**src/rtl/core/owm_pkg.sv**
```systemverilog
package owm_pkg;

  localparam int unsigned TickW = 12;
  localparam int unsigned LineMaskW = 3;
  localparam int unsigned LineSelW = 2;
  localparam int unsigned ByteW = 8;
  localparam int unsigned BitNumW = 3;
  localparam int unsigned CfgIndexW = 3;
  localparam int unsigned InDataW = 16;
  localparam int unsigned InUserW = 2;
  localparam int unsigned OutDataW = 16;

  localparam int unsigned LINE_COUNT_DEF = 3;
  localparam int unsigned READ_LOW_TICKS_DEF = 10;
  localparam int unsigned READ_RECOVERY_TICKS_DEF = 45;

  localparam logic [TickW-1:0] RESET_LOW_DEF = 12'd750;
  localparam logic [TickW-1:0] RESET_RELEASE_DEF = 12'd15;
  localparam logic [TickW-1:0] PRES_HIGH_DEF = 12'd100;
  localparam logic [TickW-1:0] PRES_LOW_DEF = 12'd240;
  localparam logic [TickW-1:0] ONE_LOW_DEF = 12'd8;
  localparam logic [TickW-1:0] ONE_HIGH_DEF = 12'd58;
  localparam logic [TickW-1:0] ZERO_LOW_DEF = 12'd70;
  localparam logic [TickW-1:0] ZERO_HIGH_DEF = 12'd2;

  typedef enum logic [1:0] {
    ACT_TICK  = 2'd0,
    ACT_RESET = 2'd1,
    ACT_WRITE = 2'd2,
    ACT_READ  = 2'd3
  } action_t;

  typedef enum logic [CfgIndexW-1:0] {
    CFG_RESET_LOW     = 3'd0,
    CFG_RESET_RELEASE = 3'd1,
    CFG_PRES_HIGH     = 3'd2,
    CFG_PRES_LOW      = 3'd3,
    CFG_ONE_LOW       = 3'd4,
    CFG_ONE_HIGH      = 3'd5,
    CFG_ZERO_LOW      = 3'd6,
    CFG_ZERO_HIGH     = 3'd7
  } cfg_index_t;

  typedef enum logic [3:0] {
    PH_IDLE       = 4'd0,
    PH_RST_LOW    = 4'd1,
    PH_RST_REL    = 4'd2,
    PH_PRES_WAIT  = 4'd3,
    PH_PRES_PULSE = 4'd4,
    PH_WR_LOW     = 4'd5,
    PH_WR_HIGH    = 4'd6,
    PH_RD_LOW     = 4'd7,
    PH_RD_SAMPLE  = 4'd8,
    PH_RD_REC     = 4'd9
  } phase_t;

  function automatic logic [TickW-1:0] at_least_one(input logic [TickW-1:0] d);
    logic [TickW-1:0] r;
    r = (d == '0) ? TickW'(1) : d;
    return r;
  endfunction

endpackage

```
**src/rtl/core/one_wire_master_slots_core.sv**
```systemverilog
// 1-Wire bus master for up to three open-drain lines, time driven by tick items.
// input stream: in_tuser carries the action (tick, reset, write byte, read byte),
// in_tdata the line select, the byte to write and the sampled line level.
// every input transaction gives exactly one result transaction on out_: the
// line drive mask, busy, done, the byte read, presence failure and rejection.
// a command starts a job on its line; its own result already shows the line
// driven low. tick items step the running job; commands during a job are
// rejected and do not advance time.
// the result of each input transaction is held in the output register.
// throughput: one transaction per cycle if not stalled; the whole state update
// is one pass of logic between the accepted item and the state and result
// registers. the next item is taken in the same cycle the held result is taken,
// so a full output register only stalls the input while out_tready is low.
// timing registers are written through cfg_, one per cycle; the user must do so
// only while idle, the block does not check it. reset (rst_n low, synchronous):
// bus idle, counters cleared, output empty, timing registers back to defaults.
module one_wire_master_slots_core #(
  parameter int unsigned LINE_COUNT = owm_pkg::LINE_COUNT_DEF,
  parameter int unsigned READ_LOW_TICKS = owm_pkg::READ_LOW_TICKS_DEF,
  parameter int unsigned READ_RECOVERY_TICKS = owm_pkg::READ_RECOVERY_TICKS_DEF
) (
  input  logic                           clk,
  input  logic                           rst_n,
  input  logic                           in_tvalid,
  output logic                           in_tready,
  // line_select [1:0], write_data [9:2], line_level [10]
  input  logic [owm_pkg::InDataW-1:0]    in_tdata,
  // action [1:0]
  input  logic [owm_pkg::InUserW-1:0]    in_tuser,
  output logic                           out_tvalid,
  input  logic                           out_tready,
  // drive_low_mask [2:0], busy_res [3], done_res [4], read_data [12:5],
  // presence_fail [13], rejected [14]
  output logic [owm_pkg::OutDataW-1:0]   out_tdata,
  input  logic                           cfg_we,
  input  logic [owm_pkg::CfgIndexW-1:0]  cfg_index,
  input  logic [owm_pkg::TickW-1:0]      cfg_wdata
);
  import owm_pkg::*;

  localparam logic [TickW-1:0] RdLowTicks = TickW'(READ_LOW_TICKS);
  localparam logic [TickW-1:0] RdRecTicks = TickW'(READ_RECOVERY_TICKS);

  logic [TickW-1:0] reset_low_r, reset_release_r, pres_high_r, pres_low_r;
  logic [TickW-1:0] one_low_r, one_high_r, zero_low_r, zero_high_r;

  phase_t             phase_r, phase_nxt;
  logic [TickW-1:0]   tick_count_r, tick_count_nxt;
  logic [BitNumW-1:0] bit_number_r, bit_number_nxt;
  logic [ByteW-1:0]   shift_byte_r, shift_byte_nxt;
  logic [LineSelW-1:0] active_line_r, active_line_nxt;
  action_t            cur_cmd_r, cur_cmd_nxt;

  logic                  out_valid_r;
  logic [OutDataW-1:0]   out_data_r, out_data_nxt;

  action_t             act;
  logic [LineSelW-1:0] sel;
  logic [ByteW-1:0]    wdata;
  logic                level;
  logic                accept;
  logic [TickW-1:0]    tc_inc;
  logic                done_nxt, pfail_nxt, rej_nxt, finish;
  logic [ByteW-1:0]    rdata_nxt;
  logic [LineMaskW-1:0] drive_nxt;

  assign act    = action_t'(in_tuser);
  assign sel    = in_tdata[1:0];
  assign wdata  = in_tdata[9:2];
  assign level  = in_tdata[10];
  assign in_tready = !out_valid_r || out_tready;
  assign accept = in_tvalid && in_tready;
  assign tc_inc = tick_count_r + TickW'(1);

  assign out_tvalid = out_valid_r;
  assign out_tdata  = out_data_r;

  always_ff @(posedge clk) begin
    if (!rst_n) begin
      reset_low_r     <= RESET_LOW_DEF;
      reset_release_r <= RESET_RELEASE_DEF;
      pres_high_r     <= PRES_HIGH_DEF;
      pres_low_r      <= PRES_LOW_DEF;
      one_low_r       <= ONE_LOW_DEF;
      one_high_r      <= ONE_HIGH_DEF;
      zero_low_r      <= ZERO_LOW_DEF;
      zero_high_r     <= ZERO_HIGH_DEF;
    end else if (cfg_we) begin
      unique case (cfg_index_t'(cfg_index))
        CFG_RESET_LOW:     reset_low_r     <= cfg_wdata;
        CFG_RESET_RELEASE: reset_release_r <= cfg_wdata;
        CFG_PRES_HIGH:     pres_high_r     <= cfg_wdata;
        CFG_PRES_LOW:      pres_low_r      <= cfg_wdata;
        CFG_ONE_LOW:       one_low_r       <= cfg_wdata;
        CFG_ONE_HIGH:      one_high_r      <= cfg_wdata;
        CFG_ZERO_LOW:      zero_low_r      <= cfg_wdata;
        CFG_ZERO_HIGH:     zero_high_r     <= cfg_wdata;
        default: ;
      endcase
    end
  end

  // next state
  always_comb begin
    phase_nxt       = phase_r;
    tick_count_nxt  = tick_count_r;
    bit_number_nxt  = bit_number_r;
    shift_byte_nxt  = shift_byte_r;
    active_line_nxt = active_line_r;
    cur_cmd_nxt     = cur_cmd_r;
    done_nxt        = 1'b0;
    pfail_nxt       = 1'b0;
    rej_nxt         = 1'b0;
    rdata_nxt       = '0;
    finish          = 1'b0;
    if (act != ACT_TICK) begin
      if (phase_r != PH_IDLE || 32'(sel) >= LINE_COUNT) begin
        rej_nxt = 1'b1;
      end else begin
        active_line_nxt = sel;
        cur_cmd_nxt     = act;
        bit_number_nxt  = '0;
        tick_count_nxt  = '0;
        shift_byte_nxt  = '0;
        unique case (act)
          ACT_RESET: phase_nxt = PH_RST_LOW;
          ACT_WRITE: begin
            phase_nxt      = PH_WR_LOW;
            shift_byte_nxt = wdata;
          end
          default:   phase_nxt = PH_RD_LOW;
        endcase
      end
    end else begin
      tick_count_nxt = tc_inc;
      unique case (phase_r)
        PH_IDLE: tick_count_nxt = tick_count_r;
        PH_RST_LOW: begin
          if (tc_inc >= at_least_one(reset_low_r)) begin
            phase_nxt = PH_RST_REL;
            tick_count_nxt = '0;
          end
        end
        PH_RST_REL: begin
          if (tc_inc >= at_least_one(reset_release_r)) begin
            phase_nxt = PH_PRES_WAIT;
            tick_count_nxt = '0;
          end
        end
        PH_PRES_WAIT: begin
          if (level) begin
            if (tc_inc >= at_least_one(pres_high_r)) begin
              pfail_nxt = 1'b1;
              finish    = 1'b1;
            end
          end else begin
            phase_nxt      = PH_PRES_PULSE;
            tick_count_nxt = TickW'(1);
            if (TickW'(1) >= at_least_one(pres_low_r)) begin
              pfail_nxt = 1'b1;
              finish    = 1'b1;
            end
          end
        end
        PH_PRES_PULSE: begin
          if (!level) begin
            if (tc_inc >= at_least_one(pres_low_r)) begin
              pfail_nxt = 1'b1;
              finish    = 1'b1;
            end
          end else begin
            finish = 1'b1;
          end
        end
        PH_WR_LOW: begin
          if (tc_inc >= at_least_one(shift_byte_r[0] ? one_low_r : zero_low_r)) begin
            phase_nxt = PH_WR_HIGH;
            tick_count_nxt = '0;
          end
        end
        PH_WR_HIGH: begin
          if (tc_inc >= at_least_one(shift_byte_r[0] ? one_high_r : zero_high_r)) begin
            shift_byte_nxt = shift_byte_r >> 1;
            if (bit_number_r == BitNumW'(7)) begin
              finish = 1'b1;
            end else begin
              bit_number_nxt = bit_number_r + BitNumW'(1);
              phase_nxt      = PH_WR_LOW;
              tick_count_nxt = '0;
            end
          end
        end
        PH_RD_LOW: begin
          if (tc_inc >= at_least_one(RdLowTicks)) begin
            phase_nxt = PH_RD_SAMPLE;
            tick_count_nxt = '0;
          end
        end
        PH_RD_SAMPLE: begin
          shift_byte_nxt = {level, shift_byte_r[ByteW-1:1]};
          phase_nxt      = PH_RD_REC;
          tick_count_nxt = '0;
        end
        PH_RD_REC: begin
          if (tc_inc >= at_least_one(RdRecTicks)) begin
            if (bit_number_r == BitNumW'(7)) begin
              rdata_nxt = shift_byte_r;
              finish    = 1'b1;
            end else begin
              bit_number_nxt = bit_number_r + BitNumW'(1);
              phase_nxt      = PH_RD_LOW;
              tick_count_nxt = '0;
            end
          end
        end
        default: phase_nxt = PH_IDLE;
      endcase
      if (finish) begin
        done_nxt       = 1'b1;
        phase_nxt      = PH_IDLE;
        tick_count_nxt = '0;
      end
    end
  end

  // result
  always_comb begin
    drive_nxt = '0;
    if (phase_nxt == PH_RST_LOW || phase_nxt == PH_WR_LOW || phase_nxt == PH_RD_LOW) begin
      drive_nxt = LineMaskW'(1) << active_line_nxt;
    end
    out_data_nxt = {1'b0, rej_nxt, pfail_nxt, rdata_nxt, done_nxt,
                    (phase_nxt != PH_IDLE), drive_nxt};
  end

  always_ff @(posedge clk) begin
    if (!rst_n) begin
      phase_r       <= PH_IDLE;
      tick_count_r  <= '0;
      bit_number_r  <= '0;
      shift_byte_r  <= '0;
      active_line_r <= '0;
      cur_cmd_r     <= ACT_TICK;
      out_valid_r   <= 1'b0;
    end else begin
      if (accept) begin
        phase_r       <= phase_nxt;
        tick_count_r  <= tick_count_nxt;
        bit_number_r  <= bit_number_nxt;
        shift_byte_r  <= shift_byte_nxt;
        active_line_r <= active_line_nxt;
        cur_cmd_r     <= cur_cmd_nxt;
        out_valid_r   <= 1'b1;
      end else if (out_tready) begin
        out_valid_r   <= 1'b0;
      end
    end
  end

  always_ff @(posedge clk) begin
    if (accept) begin
      out_data_r <= out_data_nxt;
    end
  end

endmodule
```
**config.mk**
```make
export PLATFORM = sky130hd
export DESIGN_NAME = one_wire_master_slots_core
export DESIGN_NICKNAME = d
export VERILOG_FILES = /design/src/rtl/core/owm_pkg.sv /design/src/rtl/core/one_wire_master_slots_core.sv
export SDC_FILE = /design/constraint.sdc
export NUM_CORES = 1
export LEC_CHECK = 0
export ABC_AREA = 0
export BUFFER_PORTS_ARGS = -buffer_cell sky130_fd_sc_hd__buf_2
export CORE_ASPECT_RATIO = 2
export CORE_MARGIN = 2
export CORE_UTILIZATION = 35
export DETAILED_ROUTE_END_ITERATION = 10
export PLACE_DENSITY = 0.52
export SLEW_MARGIN = 20
export SYNTH_ARGS = -nofsm -noshare
export SYNTH_HDL_FRONTEND = slang
export SYNTH_SLANG_ARGS = --single-unit
```
**constraint.sdc**
```tcl
create_clock -name clk -period 3.9 [get_ports clk]
set_input_delay 0.78 -clock clk [delete_from_list [all_inputs] [get_ports clk]]
set_output_delay 0.78 -clock clk [all_outputs]
set_load 0.02 [all_outputs]
```
---- Word-level counts from Yosys, hierarchy flattened ----
Cells that the tools add are included.
word-level totals
  register bits after elaboration ......... 141
  input bits .............................. 38
  output and inout port bits .............. 18
  logic and storage cells ................. 157
cells by class
  $add $sub $neg .......................... 2
  order comparisons ....................... 10
  equality and inequality tests ........... 26
  shift-type cells ........................ 1
  multiplexer cells ....................... 63
  bitwise logic cells ..................... 3
  reduce and logical (&&, ||, !) cells .... 33
operator list
  operator                                                                count
  12-bit two-way mux                                                      19
  12-bit one-hot mux with 9 select lines                                  1
  12-bit >= comparator                                                    6
  12-bit zero test                                                        6
  4-bit two-way mux                                                       12
  4-bit one-hot mux with 9 select lines                                   1
  8-bit two-way mux                                                       4
  4-bit by 3-bit equality test with 1-bit output, second input constant   6
  8-bit one-hot mux with 2 select lines                                   1
  2-bit AND reduction                                                     8
  3-bit equality test, second input constant                              5
  3-bit two-way mux                                                       5
  1-bit two-way mux                                                       14
  12-bit by 1-bit adder with 12-bit output, second input constant         1
  1-bit by 12-bit >= comparator with 1-bit output, first input constant   1
  12-bit by 4-bit >= comparator with 1-bit output, second input constant  1
  12-bit by 6-bit >= comparator with 1-bit output, second input constant  1
  3-bit one-hot mux with 2 select lines                                   2
  3-bit inequality test, second input constant                            3
  4-bit by 1-bit equality test with 1-bit output, second input constant   2
  4-bit by 2-bit equality test with 1-bit output, second input constant   2
  4-bit equality test, second input constant                              2
  4-bit nonzero test                                                      2
  3-bit by 2-bit equality test with 1-bit output, second input constant   2
  other kinds (23)                                                        31

---- Depth between registers and ports, before layout ----
  word-level depth ........................ 12
  depth in mapped cells ................... 16
  mapped depth without buffers ............ 15

---- Worst setup path before layout ----
Ideal clock, no wire load.
  path kind ............................... register -> register
  start point ............................. reg tick_count_r[0]
  end point ............................... reg out_data_r[3], in the netlist out_tdata[3], data pin
  library setup time ...................... 274 ps
  data arrival time ....................... 3797 ps
  required time ........................... 3626 ps
  slack ................................... -170 ps
  cell stages (with the launch flop) ...... 15
  path buffers ............................ 0
  clock period less this slack ............ 4070 ps
  cell sequence ........................... dfxtp_1 ha_1 nand4_1 or2_2 and2_1 or2_2 ha_1 nand2_1 or4_1 a211o_1 and3_1 a2111oi_0 a21oi_1 nand2_1 nand4b_1
between the ends
  word-level cells in the longest chain between the ends .. 9
  elaborated cells on any way between the ends .. 27
  those cells by class .................... 1 x add/sub; 8 x order compare; 17 x mux; 1 x reduce/logical
ends and longest elaborated chain
  element                                         RTL line                                                              RTL
  from (decl)                                     one_wire_master_slots_core.sv:48                                      logic [TickW-1:0] tick_count_r, tick_count_nxt;
  from (signal assigned)                          one_wire_master_slots_core.sv:248                                     tick_count_r <= tick_count_nxt;
  12-bit by 1-bit adder with 12-bit output *      one_wire_master_slots_core.sv:73                                      assign tc_inc = tick_count_r + TickW'(1);
  12-bit >= comparator, on equally long branches  one_wire_master_slots_core.sv:167, one_wire_master_slots_core.sv:152
  1-bit two-way mux, on equally long branches     one_wire_master_slots_core.sv:167, one_wire_master_slots_core.sv:152
  1-bit two-way mux, on equally long branches     one_wire_master_slots_core.sv:166, one_wire_master_slots_core.sv:151
  1-bit one-hot mux with 4 select lines           one_wire_master_slots_core.sv:136                                     unique case (phase_r)
  1-bit two-way mux                               one_wire_master_slots_core.sv:116                                     if (act != ACT_TICK) begin
  4-bit two-way mux *                             one_wire_master_slots_core.sv:218                                     if (finish) begin
  4-bit two-way mux *                             one_wire_master_slots_core.sv:116
  4-bit nonzero test *                            one_wire_master_slots_core.sv:233                                     (phase_nxt != PH_IDLE), drive_nxt};
  named net out_data_nxt[3]                       one_wire_master_slots_core.sv:55                                      logic [OutDataW-1:0] out_data_r, out_data_nxt;
  to (signal assigned)                            one_wire_master_slots_core.sv:262                                     out_data_r <= out_data_nxt;
  to (decl)                                       one_wire_master_slots_core.sv:55
Mark *: on every way through the listed nets, which the timed path passes. The rest lies on a longest branch. The select of a mux whose other input is x is not followed.
A chain may end at the register's enable or synchronous reset.

---- Worst setup path in the final report ----
  start point ............................. reg shift_byte_r[0]
  end point ............................... reg tick_count_r[11]
between the ends
  word-level cells in the longest chain between the ends .. 9
  elaborated cells on any way between the ends .. 18
  those cells by class .................... 2 x order compare; 1 x eq/ne; 12 x mux; 3 x reduce/logical
ends and longest elaborated chain
  element                                                                              RTL line                           RTL
  from (decl)                                                                          one_wire_master_slots_core.sv:50   logic [ByteW-1:0] shift_byte_r, shift_byte_nxt;
  from (signal assigned)                                                               one_wire_master_slots_core.sv:250  shift_byte_r <= shift_byte_nxt;
  12-bit two-way mux                                                                   one_wire_master_slots_core.sv:182  if (tc_inc >= at_least_one(shift_byte_r[0] ? one_high_r : zero_high_r)) begin
  12-bit zero test                                                                     owm_pkg.sv:59                      r = (d == '0) ? TickW'(1) : d;
  12-bit two-way mux                                                                   owm_pkg.sv:59
  12-bit >= comparator                                                                 one_wire_master_slots_core.sv:182
  1-bit two-way mux                                                                    one_wire_master_slots_core.sv:182
  1-bit one-hot mux with 4 select lines                                                one_wire_master_slots_core.sv:136
  1-bit two-way mux                                                                    one_wire_master_slots_core.sv:116
  3-bit inequality test (no source line) / 12-bit two-way mux (equally long branches)  --
  3-bit AND reduction (no source line) / 12-bit two-way mux (equally long branches)    --
Parallel ways exist; a longest one is shown, timed or not. The select of a mux whose other input is x is not followed.

==> metrics.md <==
| Metric | Value |
|---|---|
| Initial antenna violation count | `0` |
| Critical path data required time | `4.25 ns` |
| Placer congestion estimate | `0.856` |
| Nets | `1,300` |
| Placed cell area | `9610 µm²` |
| Total GRT Usage | `0.219` |
| H-tree Lvls | `4` |
| Hold path start | `zero_high_r[8]$_SDFFE_PN0P_` |
| Ys async rst share | `0` |
| Filler Cell Count | `2,377` |
| Clk slew on worst S/H paths | `0.07 ns` |
| Post-DP HPWL | `20,300 µm` |
| TritonCTS clock tree | `built` |
| DIE HEIGHT | `223 µm` |
| Crit path DAT | `4.24 ns` |
| CP startpoint | `shift_byte_r[0]$_SDFFE_PN0P_` |
| Num CTS Buffers | `17` |
| Mapped Area | `8400 µm²` |
| Cell Rows | `80` |
| Setup WS pre-CTS | `-0.253 ns` |
| Syn_area_per_cell | `7.97 µm²` |
| Worst-path maximum fanout | `8` |
| Max-slew violations | `0` |
| Leakage | `4.47 nW` |
| DRC Markers | `0` |
| Layout Skew | `0.00822 ns` |
| Starting Density | `0.354` |
| Total core area | `23,700 µm²` |
| First-pass GRT wire length | `42,400 µm` |
| Cell count after synthesis | `1,054` |
| R2R Path Start | `shift_byte_r[0]$_SDFFE_PN0P_` |
| Synthesis-stage register bit count | `141` |
| Worst Hold Class | `reg2reg` |
| Crit path kind | `reg2reg` |
| Die area | `25,300 µm²` |
| Root Driver | `clkbuf_16` |
| Worst skew pair latency | `0.45 ns` |
| Max-cap violations | `0` |
| Ant diodes | `0` |
| Pwr Density | `341 nW/µm²` |
| Detailed Routing Iterations Pass 1 | `5` |
| Least-Margin Pin Slew | `1.07 ns` |
| Die W | `114 µm` |
| Register-to-Register Path Depth | `16` |
| Most frequent cells in the layout | `nand2_1, dfxtp_1, buf_4` |
| Max frequency | `257 MHz` |
| Final Hold Fails | `0` |
| Largest net degree at the start of global routing | `45` |
| Final ANT Viol Nets | `0` |
| Clock Tree Buf Depth | `2` |
| Total vias in the final route | `7,962` |
| Worst hold stages | `2` |
| Max transition margin | `0.287` |
| Clock sink count | `141` |
| Commonest register cell after synthesis | `dfxtp_1` |
| RSZ-0062 raised after global routing | `yes` |
| P&R area growth vs syn | `30.2%` |
| Routed len/inst | `18.6 µm` |
| Final setup viols | `0` |
| Final period utilization | `0.998` |
| Syn_nets | `1,173` |
| I/O Pins | `56` |
| EDFF count, synth | `15` |
| Remaining global-route overflow | `0` |
| Period minus WS final | `3.89 ns` |
| Status | `finished clean` |
| Leading cell type in the layout, fill and taps excluded | `nand2_1` |
| Layout cells sized above 1 | `0.252` |
| Design area | `10,900 µm²` |
| Vias in the first global route | `7,868` |
| Drt initial violations | `394` |
| Maximum vdd drop | `0.294 mV` |
| Drt via density | `5.38` |
| Yosys Warn Count | `0` |
| Total Wirelength | `27,600 µm` |
| IO Port Bufs | `49` |
| Startpoint types | `register` |
| Seq/Total Area, Yosys | `0.354` |
| Yosys cell types | `67` |
| Nature of the critical path endpoint | `register` |
| Setup ws final | `0.00939 ns` |
| Hold slack final | `0.454 ns` |
cell usage after synthesis, types with 3 or more instances:
cell type	instances	area (µm²)
and3_1	3	18.8
o22ai_1	4	25.0
clkbuf_2	9	45.0
buf_1	3	11.3
nand2b_1	14	87.6
o21a_1	10	75.1
a31oi_1	5	31.3
or2_2	10	62.6
o31ai_1	4	30.0
a21boi_0	10	75.1
clkbuf_1	41	154
a22oi_1	8	60.1
nand2_1	237	890
or4_1	3	22.5
inv_1	59	221
a211oi_1	16	120
ha_1	81	1010
nand4_1	16	100
o21ai_0	23	115
a21o_1	11	82.6
nor3_1	20	100
and2_1	13	81.3
o211a_1	3	30.0
xnor2_1	5	43.8
a31o_2	6	52.6
o211ai_1	17	128
mux2i_1	26	260
edfxtp_1	15	450
a21oi_1	84	420
or3_1	4	25.0
nand3_1	32	160
a211o_1	3	26.3
nor2b_1	10	62.6
nor4_1	15	93.8
a21boi_1	5	37.5
nand4b_1	3	26.3
buf_2	7	35.0
dfxtp_1	126	2520
nor2_1	49	184
a2111oi_0	9	78.8
worst paths after layout:
path,to,slack [ns]
min,zero_high_r[8]$_SDFFE_PN0P_,0.45
max,tick_count_r[11]$_SDFFE_PN0P_,0.009
max reg2reg,tick_count_r[11]$_SDFFE_PN0P_,0.009
min reg2reg,zero_high_r[8]$_SDFFE_PN0P_,0.45
critical path, cell delays in order (launching register included):
cell       delay [ns]
dfxtp_2          0.34
buf_12           0.15
buf_12           0.16
mux2i_4          0.23
nand4_1          0.15
o31ai_2          0.28
ha_1             0.16
nand2b_4         0.12
a2111oi_4        0.06
or4_4            0.52
a211o_4          0.38
buf_6            0.13
a31o_4           0.23
nor4bb_2         0.40
nor4_1           0.08
buf_4            0.18
a32o_1           0.19
metal layers:
layer / GRT usage / up-vias / wire (µm)
met1: 0.220 / 3776 / 10200
met4: 0.111 / 0 / 1210
met5: 0 / - / 0
met2: 0.426 / 157 / 15400
met3: 0.0321 / 68 / 707
li1: - / 3961 / -
metrics by stage:
| step | TNS, ns | power (mW) | util | cells |
|---|---|---|---|---|
| 3_5_place_dp | -2.43 | 2.03 | 0.405 | 1430 |
| 5_1_grt | -0.290 | 3.86 | 0.461 | 1481 |
| 2_1_floorplan | 0 | 1.85 | - | 1054 |
| 4_1_cts | -0.0100 | 3.71 | 0.436 | 1463 |
| 6_report | 0 | 3.73 | 0.461 | 1481 |
| 3_3_place_gp | -2.20 | 2.03 | 0.405 | 1430 |
state kept, by name (all words and copies together), names as in the netlist:
register,flops
out_tdata,15
one_high_r,12
one_low_r,12
pres_high_r,12
pres_low_r,12
reset_low_r,12
reset_release_r,12
tick_count_r,12
zero_high_r,12
zero_low_r,12
shift_byte_r,8
phase_r,4
bit_number_r,3
active_line_r,2
out_tvalid,1
logic make-up after synthesis:
kind of cell	Yosys count	share of synthesized area
simple gates	440	0.241
compound gates	237	0.189
flops	141	0.354
buf+inv	122	0.0578
fa+ha+maj	81	0.121
mux	26	0.0310
xor+xnor	6	0.00626
other cells	1	0.000446
area by class of cell:
type                            count  area (µm²)  share of cell area
Sequential cell                   141        2980               0.273
Clock buffer                       19         464              0.0425
Timing Repair Buffer              170        1290               0.118
Clock inverter                     13         130              0.0119
Inverter                           60         225              0.0206
Tap cell                          287         359              0.0328
Multi-Input combinational cell    791        5480               0.501
report_power, final:
part	total (mW)	leakage, nW	switching, mW	internal, mW
clock network	1.67	0.289	0.726	0.946
logic	0.505	3.01	0.302	0.203
registers	1.55	1.17	0.0327	1.52
total	3.73	4.47	1.06	2.67
what timing repair did:
item                                    CTS  global route
gates resized for setup                  29            85
buffers inserted                          1            19
pin swaps                                 6            42
hold buffers                              0             0
endpoints found under the setup margin   18            28
hold endpoints to repair                  0             0
Note: power is estimated with default switching activity, not from simulation.
